## config.mk

```make
export PLATFORM = sky130hd
export DESIGN_NAME = packet_latency_stats_core
export DESIGN_NICKNAME = d
export VERILOG_FILES = /design/src/hw/rtl/pls_pkg.sv /design/src/hw/rtl/packet_latency_stats_core.sv
export SDC_FILE = /design/constraint.sdc
export NUM_CORES = 2
export LEC_CHECK = 0
export ABC_AREA = 1
export ABC_CLOCK_PERIOD_IN_PS = 15500
export CAP_MARGIN = 40
export CORE_AREA = 2 2 416 418
export DETAILED_ROUTE_END_ITERATION = 16
export DIE_AREA = 0 0 418 420
export DONT_BUFFER_PORTS = 1
export SLEW_MARGIN = 20
export SYNTH_ARGS = -nofsm -noshare
export SYNTH_HDL_FRONTEND = slang
export SYNTH_SLANG_ARGS = --single-unit
```

## constraint.sdc

```tcl
create_clock -name i_clk -period 15.5 [get_ports i_clk]
set_input_delay 2.325 -clock i_clk [delete_from_list [all_inputs] [get_ports i_clk]]
set_output_delay 2.325 -clock i_clk [all_outputs]
set_load 0.02 [all_outputs]
```

## src/hw/rtl/pls_pkg.sv

```systemverilog
// Shared types for the packet latency statistics block.
// Defines the input and result transfer structs; no dependencies.
`default_nettype none

package pls_pkg;

    localparam logic [31:0] LAT_NONE = 32'hFFFF_FFFF;

    localparam logic [1:0] CLS_UP_DATA  = 2'd0;
    localparam logic [1:0] CLS_UP_CLOSE = 2'd1;
    localparam logic [1:0] CLS_UP_OPEN  = 2'd2;
    localparam logic [1:0] CLS_DOWN     = 2'd3;

    localparam logic [1:0] PKT_DATA  = 2'd0;
    localparam logic [1:0] PKT_CLOSE = 2'd1;

    localparam logic MODE_RECORD = 1'b0;
    localparam logic MODE_REPORT = 1'b1;

    typedef struct packed {
        logic        mode;
        logic [63:0] start_time;
        logic [63:0] end_time;
        logic [1:0]  packet_type;
        logic        upstream;
    } t_in_item;

    typedef struct packed {
        logic [1:0]  class_index;
        logic [31:0] packet_count;
        logic [31:0] min_time;
        logic [31:0] max_time;
        logic [31:0] mean_time;
        logic        last;
    } t_out_item;

endpackage

`default_nettype wire

```

## src/hw/rtl/packet_latency_stats_core.sv

```systemverilog
// Packet latency statistics core: per-class count, sum, min, max and mean.
// Depends on pls_pkg for the transfer structs and class codes.
`default_nettype none

// A record transfer (mode 0) takes the item and forms the 32-bit latency in ST_IDLE, then
// updates the class entry in ST_UPDATE; the next item is taken in the cycle after that.
// A report transfer (mode 1) emits NUM_CLASSES results in class order, the final one
// flagged with last, and clears each class as its result is loaded. Each result takes
// one load, 64 steps of a shared restoring divider producing one quotient bit per cycle,
// then one load of the output register, which waits while the output is stalled.
// The input is stalled for the whole report.
// The output register holds one result and lets the core keep working while it waits.
module packet_latency_stats_core #(
    parameter int NUM_CLASSES = 4
) (
    input  wire                 i_clk,
    input  wire                 i_rst_n,
    input  wire                 i_in_valid,
    output logic                o_in_stall,
    input  pls_pkg::t_in_item   i_in_data,
    output logic                o_out_valid,
    input  wire                 i_out_stall,
    output pls_pkg::t_out_item  o_out_data
);

    localparam int CW = (NUM_CLASSES > 1) ? $clog2(NUM_CLASSES) : 1;
    localparam logic [CW-1:0] LAST_IDX = CW'(NUM_CLASSES - 1);

    localparam logic [2:0] ST_IDLE     = 3'd0;
    localparam logic [2:0] ST_UPDATE   = 3'd1;
    localparam logic [2:0] ST_DIV_LOAD = 3'd2;
    localparam logic [2:0] ST_DIV_RUN  = 3'd3;
    localparam logic [2:0] ST_EMIT     = 3'd4;

    logic [2:0]    r_state;
    logic [CW-1:0] r_idx;
    logic [31:0]   r_lat;
    logic [5:0]    r_step;
    logic [63:0]   r_dvd;
    logic [31:0]   r_dvs;
    logic [31:0]   r_rem;
    logic [31:0]   r_quo;

    logic [31:0] r_cnt [NUM_CLASSES];
    logic [63:0] r_sum [NUM_CLASSES];
    logic [31:0] r_min [NUM_CLASSES];
    logic [31:0] r_max [NUM_CLASSES];

    logic               r_out_valid;
    pls_pkg::t_out_item r_out;

    logic [1:0]  n_cls;
    logic        n_cls_ok;
    logic [32:0] n_rem_sh;
    logic        n_qbit;
    logic        out_free;
    logic        in_xfer;

    assign o_in_stall  = (r_state != ST_IDLE);
    assign in_xfer     = i_in_valid && (r_state == ST_IDLE);
    assign o_out_valid = r_out_valid;
    assign o_out_data  = r_out;
    assign out_free    = !r_out_valid || !i_out_stall;

    always_comb begin
        if (!i_in_data.upstream) begin
            n_cls = pls_pkg::CLS_DOWN;
        end else if (i_in_data.packet_type == pls_pkg::PKT_DATA) begin
            n_cls = pls_pkg::CLS_UP_DATA;
        end else if (i_in_data.packet_type == pls_pkg::PKT_CLOSE) begin
            n_cls = pls_pkg::CLS_UP_CLOSE;
        end else begin
            n_cls = pls_pkg::CLS_UP_OPEN;
        end
        n_cls_ok = (32'(n_cls) < 32'(NUM_CLASSES));
    end

    always_comb begin
        n_rem_sh = {r_rem, r_dvd[63]};
        n_qbit   = (n_rem_sh >= {1'b0, r_dvs});
    end

    always_ff @(posedge i_clk) begin
        if (!i_rst_n) begin
            r_state     <= ST_IDLE;
            r_idx       <= '0;
            r_step      <= '0;
            r_out_valid <= 1'b0;
            for (int c = 0; c < NUM_CLASSES; c++) begin
                r_cnt[c] <= '0;
                r_sum[c] <= '0;
                r_min[c] <= pls_pkg::LAT_NONE;
                r_max[c] <= '0;
            end
        end else begin
            if ((r_state == ST_EMIT) && out_free) begin
                r_out_valid <= 1'b1;
            end else if (!i_out_stall) begin
                r_out_valid <= 1'b0;
            end
            case (r_state)
                ST_IDLE: begin
                    if (in_xfer) begin
                        if (i_in_data.mode == pls_pkg::MODE_REPORT) begin
                            r_idx   <= '0;
                            r_state <= ST_DIV_LOAD;
                        end else if (n_cls_ok) begin
                            r_lat   <= i_in_data.end_time[31:0] - i_in_data.start_time[31:0];
                            r_idx   <= CW'(n_cls);
                            r_state <= ST_UPDATE;
                        end
                    end
                end
                ST_UPDATE: begin
                    r_cnt[r_idx] <= r_cnt[r_idx] + 32'd1;
                    r_sum[r_idx] <= r_sum[r_idx] + {32'd0, r_lat};
                    if (r_lat > r_max[r_idx]) begin
                        r_max[r_idx] <= r_lat;
                    end
                    if (r_lat < r_min[r_idx]) begin
                        r_min[r_idx] <= r_lat;
                    end
                    r_state <= ST_IDLE;
                end
                ST_DIV_LOAD: begin
                    r_dvd   <= r_sum[r_idx];
                    r_dvs   <= r_cnt[r_idx];
                    r_rem   <= '0;
                    r_quo   <= '0;
                    r_step  <= '0;
                    r_state <= ST_DIV_RUN;
                end
                ST_DIV_RUN: begin
                    r_rem  <= n_qbit ? 32'(n_rem_sh - {1'b0, r_dvs}) : n_rem_sh[31:0];
                    r_quo  <= {r_quo[30:0], n_qbit};
                    r_dvd  <= {r_dvd[62:0], 1'b0};
                    r_step <= r_step + 6'd1;
                    if (r_step == 6'd63) begin
                        r_state <= ST_EMIT;
                    end
                end
                ST_EMIT: begin
                    if (out_free) begin
                        r_out.class_index  <= 2'(r_idx);
                        r_out.packet_count <= r_cnt[r_idx];
                        r_out.min_time     <= r_min[r_idx];
                        r_out.max_time     <= r_max[r_idx];
                        r_out.mean_time    <= (r_dvs == 32'd0) ? 32'd0 : r_quo;
                        r_out.last         <= (r_idx == LAST_IDX);
                        r_cnt[r_idx]       <= '0;
                        r_sum[r_idx]       <= '0;
                        r_min[r_idx]       <= pls_pkg::LAT_NONE;
                        r_max[r_idx]       <= '0;
                        if (r_idx == LAST_IDX) begin
                            r_state <= ST_IDLE;
                        end else begin
                            r_idx   <= r_idx + CW'(1);
                            r_state <= ST_DIV_LOAD;
                        end
                    end
                end
                default: begin
                    r_state <= ST_IDLE;
                end
            endcase
        end
    end

endmodule

`default_nettype wire

```

After elaboration in Yosys (flattened, before gate mapping)
Memories as Yosys holds them, arrays and structs flattened. A register that Yosys moved wholly into a read port is not among the register bits.
Cells that the tools add are included.
- register bits: 335
- bits in latches: 0
- memory bits (writable): 640
- ROM bits: 0
- input bits: 136
- output and inout port bits: 133
- word-level logic and storage cells: 127
- memories: 4
- memories (name ; depth ; width ; read ports ; clocked after memory_dff ; write ports ; RTL line ; RTL):
    r_sum ; 4 ; 64 ; 1 ; 1 ; 4 ; packet_latency_stats_core.sv:45 ; logic [63:0] r_sum [NUM_CLASSES];
    r_cnt ; 4 ; 32 ; 1 ; 1 ; 4 ; packet_latency_stats_core.sv:44 ; logic [31:0] r_cnt [NUM_CLASSES];
    r_max ; 4 ; 32 ; 1 ; 1 ; 4 ; packet_latency_stats_core.sv:47 ; logic [31:0] r_max [NUM_CLASSES];
    r_min ; 4 ; 32 ; 1 ; 1 ; 4 ; packet_latency_stats_core.sv:46 ; logic [31:0] r_min [NUM_CLASSES];
- add/subtract/negate cells: 6
- multiply operators: 0
- div/mod/pow operators: 0
- $lt $le $gt $ge: 3
- equality and inequality tests: 12
- shift-type cells: 0
- multiplexer cells: 61
- bitwise gates (word level): 5
- reduce and logical (&&, ||, !) cells: 21
- operators by type and width (kind ; count):
    32-bit 2-to-1 mux ; 7
    64-bit 2-to-1 mux ; 2
    32-bit one-hot mux with 2 select lines ; 2
    64-bit one-hot mux with 2 select lines ; 1
    32-bit OR reduction ; 3
    64-bit by 32-bit adder with 64-bit output ; 1
    64-bit OR reduction ; 1
    32-bit subtractor ; 2
    2-bit 2-to-1 mux ; 21
    33-bit by 32-bit greater-or-equal comparator with 1-bit output ; 1
    32-bit by 1-bit adder with 32-bit output (second input constant) ; 1
    32-bit > comparator ; 1
    32-bit logical NOT ; 1
    32-bit < comparator ; 1
    1-bit 2-to-1 mux ; 22
    3-bit one-hot mux with 4 select lines ; 1
    6-bit one-hot mux with 2 select lines ; 1
    3-bit 2-to-1 mux ; 3
    2-bit != test (second input constant) ; 4
    4-bit AND reduction ; 2
    6-bit by 1-bit adder with 6-bit output (second input constant) ; 1
    3-bit by 2-bit == test with 1-bit output (second input constant) ; 2
    6-bit == test (second input constant) ; 1
    3-bit AND reduction ; 2
    other kinds (17) ; 24

Depth between registers and ports, before layout
- word-level depth: 9
- mapped depth: 30

Worst setup path before layout
OpenSTA, ideal clock, no wires.
- path kind: input to register
- start point: in i_rst_n
- end point: mem r_cnt[0][0], enable pin
- setup time: 0.458 ns
- data arrival time: 8.988 ns
- required time: 15.042 ns
- setup slack: 6.054 ns
- cell stages on the path: 9
- buffers on the path: 3
- cells stage by stage: clkbuf_1 inv_1 nor3_4 nor2_1 nor2_1 nand2_1 buf_2 buf_1 nand2_1
- RTL lines (what ; RTL line ; RTL):
    start: declaration ; packet_latency_stats_core.sv:17 ; input wire i_rst_n,
    end: declaration ; packet_latency_stats_core.sv:44 ;

==> impl_metrics.json <==
{
  "antenna_found_initial": 0,
  "status": "completed",
  "syn_nets": 5440,
  "slew_headroom_pct": 41.0,
  "drc": 0,
  "synth-seq-cells": 977,
  "clock_latency_ns": 0.73,
  "path_class": "register to register",
  "die-height_um": 420,
  "clock_path_buffers": 3,
  "yosys_warnings": 0,
  "leakagePower_nw": 21.1,
  "syn2layout_area_growth_pct": 12.4,
  "finalCritPeriodShare_pct": 41.4,
  "power_frac_comb_pct": 19.1,
  "synthDistinctLibCells": 59,
  "drt_iter0_drc": 2941,
  "syn_area_um2": 49400,
  "ys_seq_area_share_pct": 59.1,
  "setup_viol": 0,
  "final_cell_count_no_fill": 7424,
  "critPathRequiredTime_ns": 15.88,
  "p_clk_share_pct": 35.5,
  "avgRoutedWirePerCell_um": 18.6,
  "dr.pass1.iters": 8,
  "nFillCells": 17300,
  "drt-total-wl_um": 138000,
  "power.total_mw": 6.83,
  "rows": 152,
  "max_slew.worst_pin.slew_ns": 0.885,
  "tns_ns": 0,
  "switching_share_pct": 30.3,
  "netlist_top_cells_area": "edfxtp_1 59%, nand2_1 8.4%, nor2_1 6.2%, ha_1 4.1%, inv_1 4.1%",
  "worst_path_largest_cell_delay_ns": 0.57,
  "hold_ws_ns": 0.500,
  "netlist_instances": 5140,
  "fin_util_pct": 32.5,
  "synth_top_area_share_pct": 58.6,
  "path_cells": "buf_12, inv_8, buf_4, buf_16, nand2_1, a32oi_1, inv_1, ha_1, nand2_1, o21ai_0, nand2_1, o2111ai_1, a21oi_1, nand2_2, nand2_2, buf_16, buf_4, nand3_1, nand2_1, buf_4",
  "drive_gt1_share_pct": 7.50,
  "start_kind": "register",
  "period_minus_slack_ns": 6.42,
  "postCtsSetupRepairBufs": 0,
  "hold_depth": 2,
  "intPower_mw": 4.76,
  "synth.avg_cell_area_um2": 9.60,
  "grt_overflow_total": 0,
  "synthTopCellsByCount": "1099 x nand2_1, 963 x edfxtp_1, 809 x nor2_1, 536 x inv_1, 279 x nand3_1",
  "path_clk_slew_ns": 0.07,
  "finalHoldViolations": 0,
  "yosys.area.top_type": "edfxtp_1",
  "cts_root_buf": "clkbuf_16",
  "io_pins": 269,
  "p_seq_share_pct": 45.4,
  "grt_pass1_wl_um": 210000,
  "crit_top_cell": "nand2_1",
  "cts_tree": "built",
  "dp_hpwl_um": 88600,
  "grt_pass1_vias": 35000,
  "timing.rr.end": "r_min[2][19]$_SDFFCE_PN1P_",
  "coreArea_um2": 171000,
  "fp.dieArea_um2": 176000,
  "port-buffer-count": 0,
  "path_max_fanout": 99,
  "hold_path_startpoint": "r_step[1]$_SDFFE_PN0N_",
  "arrival_ns": 6.80,
  "power.density_nw_per_um2": 123,
  "track_usage_pct": 15.4,
  "clock_sinks": 977,
  "vias": 36700,
  "ir_drop_v": 0.0000929,
  "maxCapViolCount": 0,
  "synth_edf_count": 963,
  "vias_per_cell": 4.94,
  "htreeDepth": 3,
  "p_sw_mw": 2.07,
  "worst_clock_skew_ns": 0.0508,
  "hold_path_end": "r_step[1]$_SDFFE_PN0N_",
  "hold_class": "register to register",
  "crit_slowest_cell": "nand2_1",
  "dp_cells": 7232,
  "layout.nets": 5406,
  "initial_utilization_pct": 28.9,
  "grt_max_degree": 100,
  "async_flop_share_pct": 0,
  "rsz0062_at_grt": "false",
  "cts_inserted_buffers": 99,
  "max_freq_ghz": 0.156,
  "antenna_left": 0,
  "cp-end-kind": "register",
  "synth_most_common_cell": "nand2_1",
  "r2r_cells": 20,
  "gp_congestion": 0.919,
  "reg2reg_slack_ns": 9.08,
  "ctsResizeCount": 0,
  "finalMaxSlewViolations": 0,
  "synthFlopType": "edfxtp_1",
  "die_x_um": 418,
  "cts_hold_buf": 0
}
[registers in the layout, summed over array words and instances, names as in the netlist, named ones only]
name	count
r_cnt	128
r_state	3
r_max	128
r_lat	32
r_quo	32
o_out_valid	1
r_step	6
r_idx	2
o_out_data	131
r_rem	32
r_dvd	64
r_sum	256
r_min	128
r_dvs	32
[power groups by stage]
stage	sequential [mW]	combinational, mW	clock [mW]
6_report	3.10	1.30	2.43
5_1_grt	3.11	1.45	2.57
4_1_cts	3.11	1.29	2.47
3_5_place_dp	3.16	1.28	0
3_3_place_gp	3.16	1.25	0
2_1_floorplan	3.15	0.897	0
[metrics by stage]
step / area, um^2 / setup WS (ns)
6_report: 55500 / 9.08
5_1_grt: 55500 / 8.74
4_1_cts: 55400 / 9.09
3_5_place_dp: 52100 / 8.98
3_3_place_gp: 51700 / 8.79
2_1_floorplan: 49400 / 6.05
[kinds of logic (layout without fill, tap and decap cells)]
group | Yosys count | after routing | share of synthesized area [%]
AO/OA/AOI/OAI | 653 | 653 | 7.68
XOR/XNOR | 53 | 53 | 0.940
adder cells (fa/ha/maj) | 164 | 164 | 4.20
buffers and inverters | 818 | 868 | 6.78
flip-flops | 977 | 977 | 59.1
other | 0 | 1 | 0
AND/OR/NAND/NOR | 2475 | 2475 | 21.3
[placed cells by master (no fill, tap or decap), types with 10 or more instances in the layout]
cell type / n
inv_2: 45
nor3_1: 37
xnor2_1: 29
a21oi_1: 250
nand2_2: 21
clkbuf_1: 18
o21ai_0: 214
o21bai_1: 15
o22ai_1: 33
nand4_1: 141
nand2_1: 1091
buf_16: 16
inv_1: 533
buf_4: 78
clkbuf_16: 100
nor4_1: 11
xor2_1: 24
a31oi_1: 15
nand3_1: 279
a21o_1: 14
nor3_2: 12
ha_1: 161
dfxtp_1: 11
nor2_1: 806
clkinv_2: 18
clkinv_1: 25
edfxtp_1: 963
nand3b_1: 10
a32oi_1: 63
nor2_2: 20
[worst max path at each step]
stage                   from                          to  slack (ns)  cells past startpoint
finish              register  r_min[2][19]$_SDFFCE_PN1P_        9.08                     20
floorplan            i_rst_n   r_cnt[0][0]$_SDFFCE_PN0P_        6.05                      9
global placement    register  r_min[2][17]$_SDFFCE_PN1P_        8.79                     17
CTS                 register  r_min[2][19]$_SDFFCE_PN1P_        9.09                     19
global route        register  r_min[2][19]$_SDFFCE_PN1P_        8.74                     20
detailed placement   i_rst_n  r_min[2][19]$_SDFFCE_PN1P_        8.98                     11
[area by class of cell]
class                      count  area, um^2  share of cell area [%]
inverter                     584        2210                    3.98
tap                         2233        2790                    5.03
sequential                   977       29200                    52.6
clock inverter                67         689                    1.24
antenna                        1        2.50                 0.00451
clock buffer                 118        2570                    4.63
timing repair buffer          99        1130                    2.03
multi-input combinational   3345       16900                    30.5
[routing by layer]
layer	vias up	GRT usage (%)	wire length (um)
met5	-	0	0
met4	0	5.31	4630
met3	241	2.33	8100
met2	1235	26.1	66300
met1	17800	20.0	59300
li1	17400	-	-
[critical path: cells and delay by family, from the launching register on]
kind | cells | cell delay (ns)
buf+inv | 8 | 2.79
simple gates | 7 | 1.39
compound gates | 4 | 0.90
flops | 1 | 0.48
fa+ha+maj | 1 | 0.28
No activity file was read; power rests on OpenSTA's default activity.
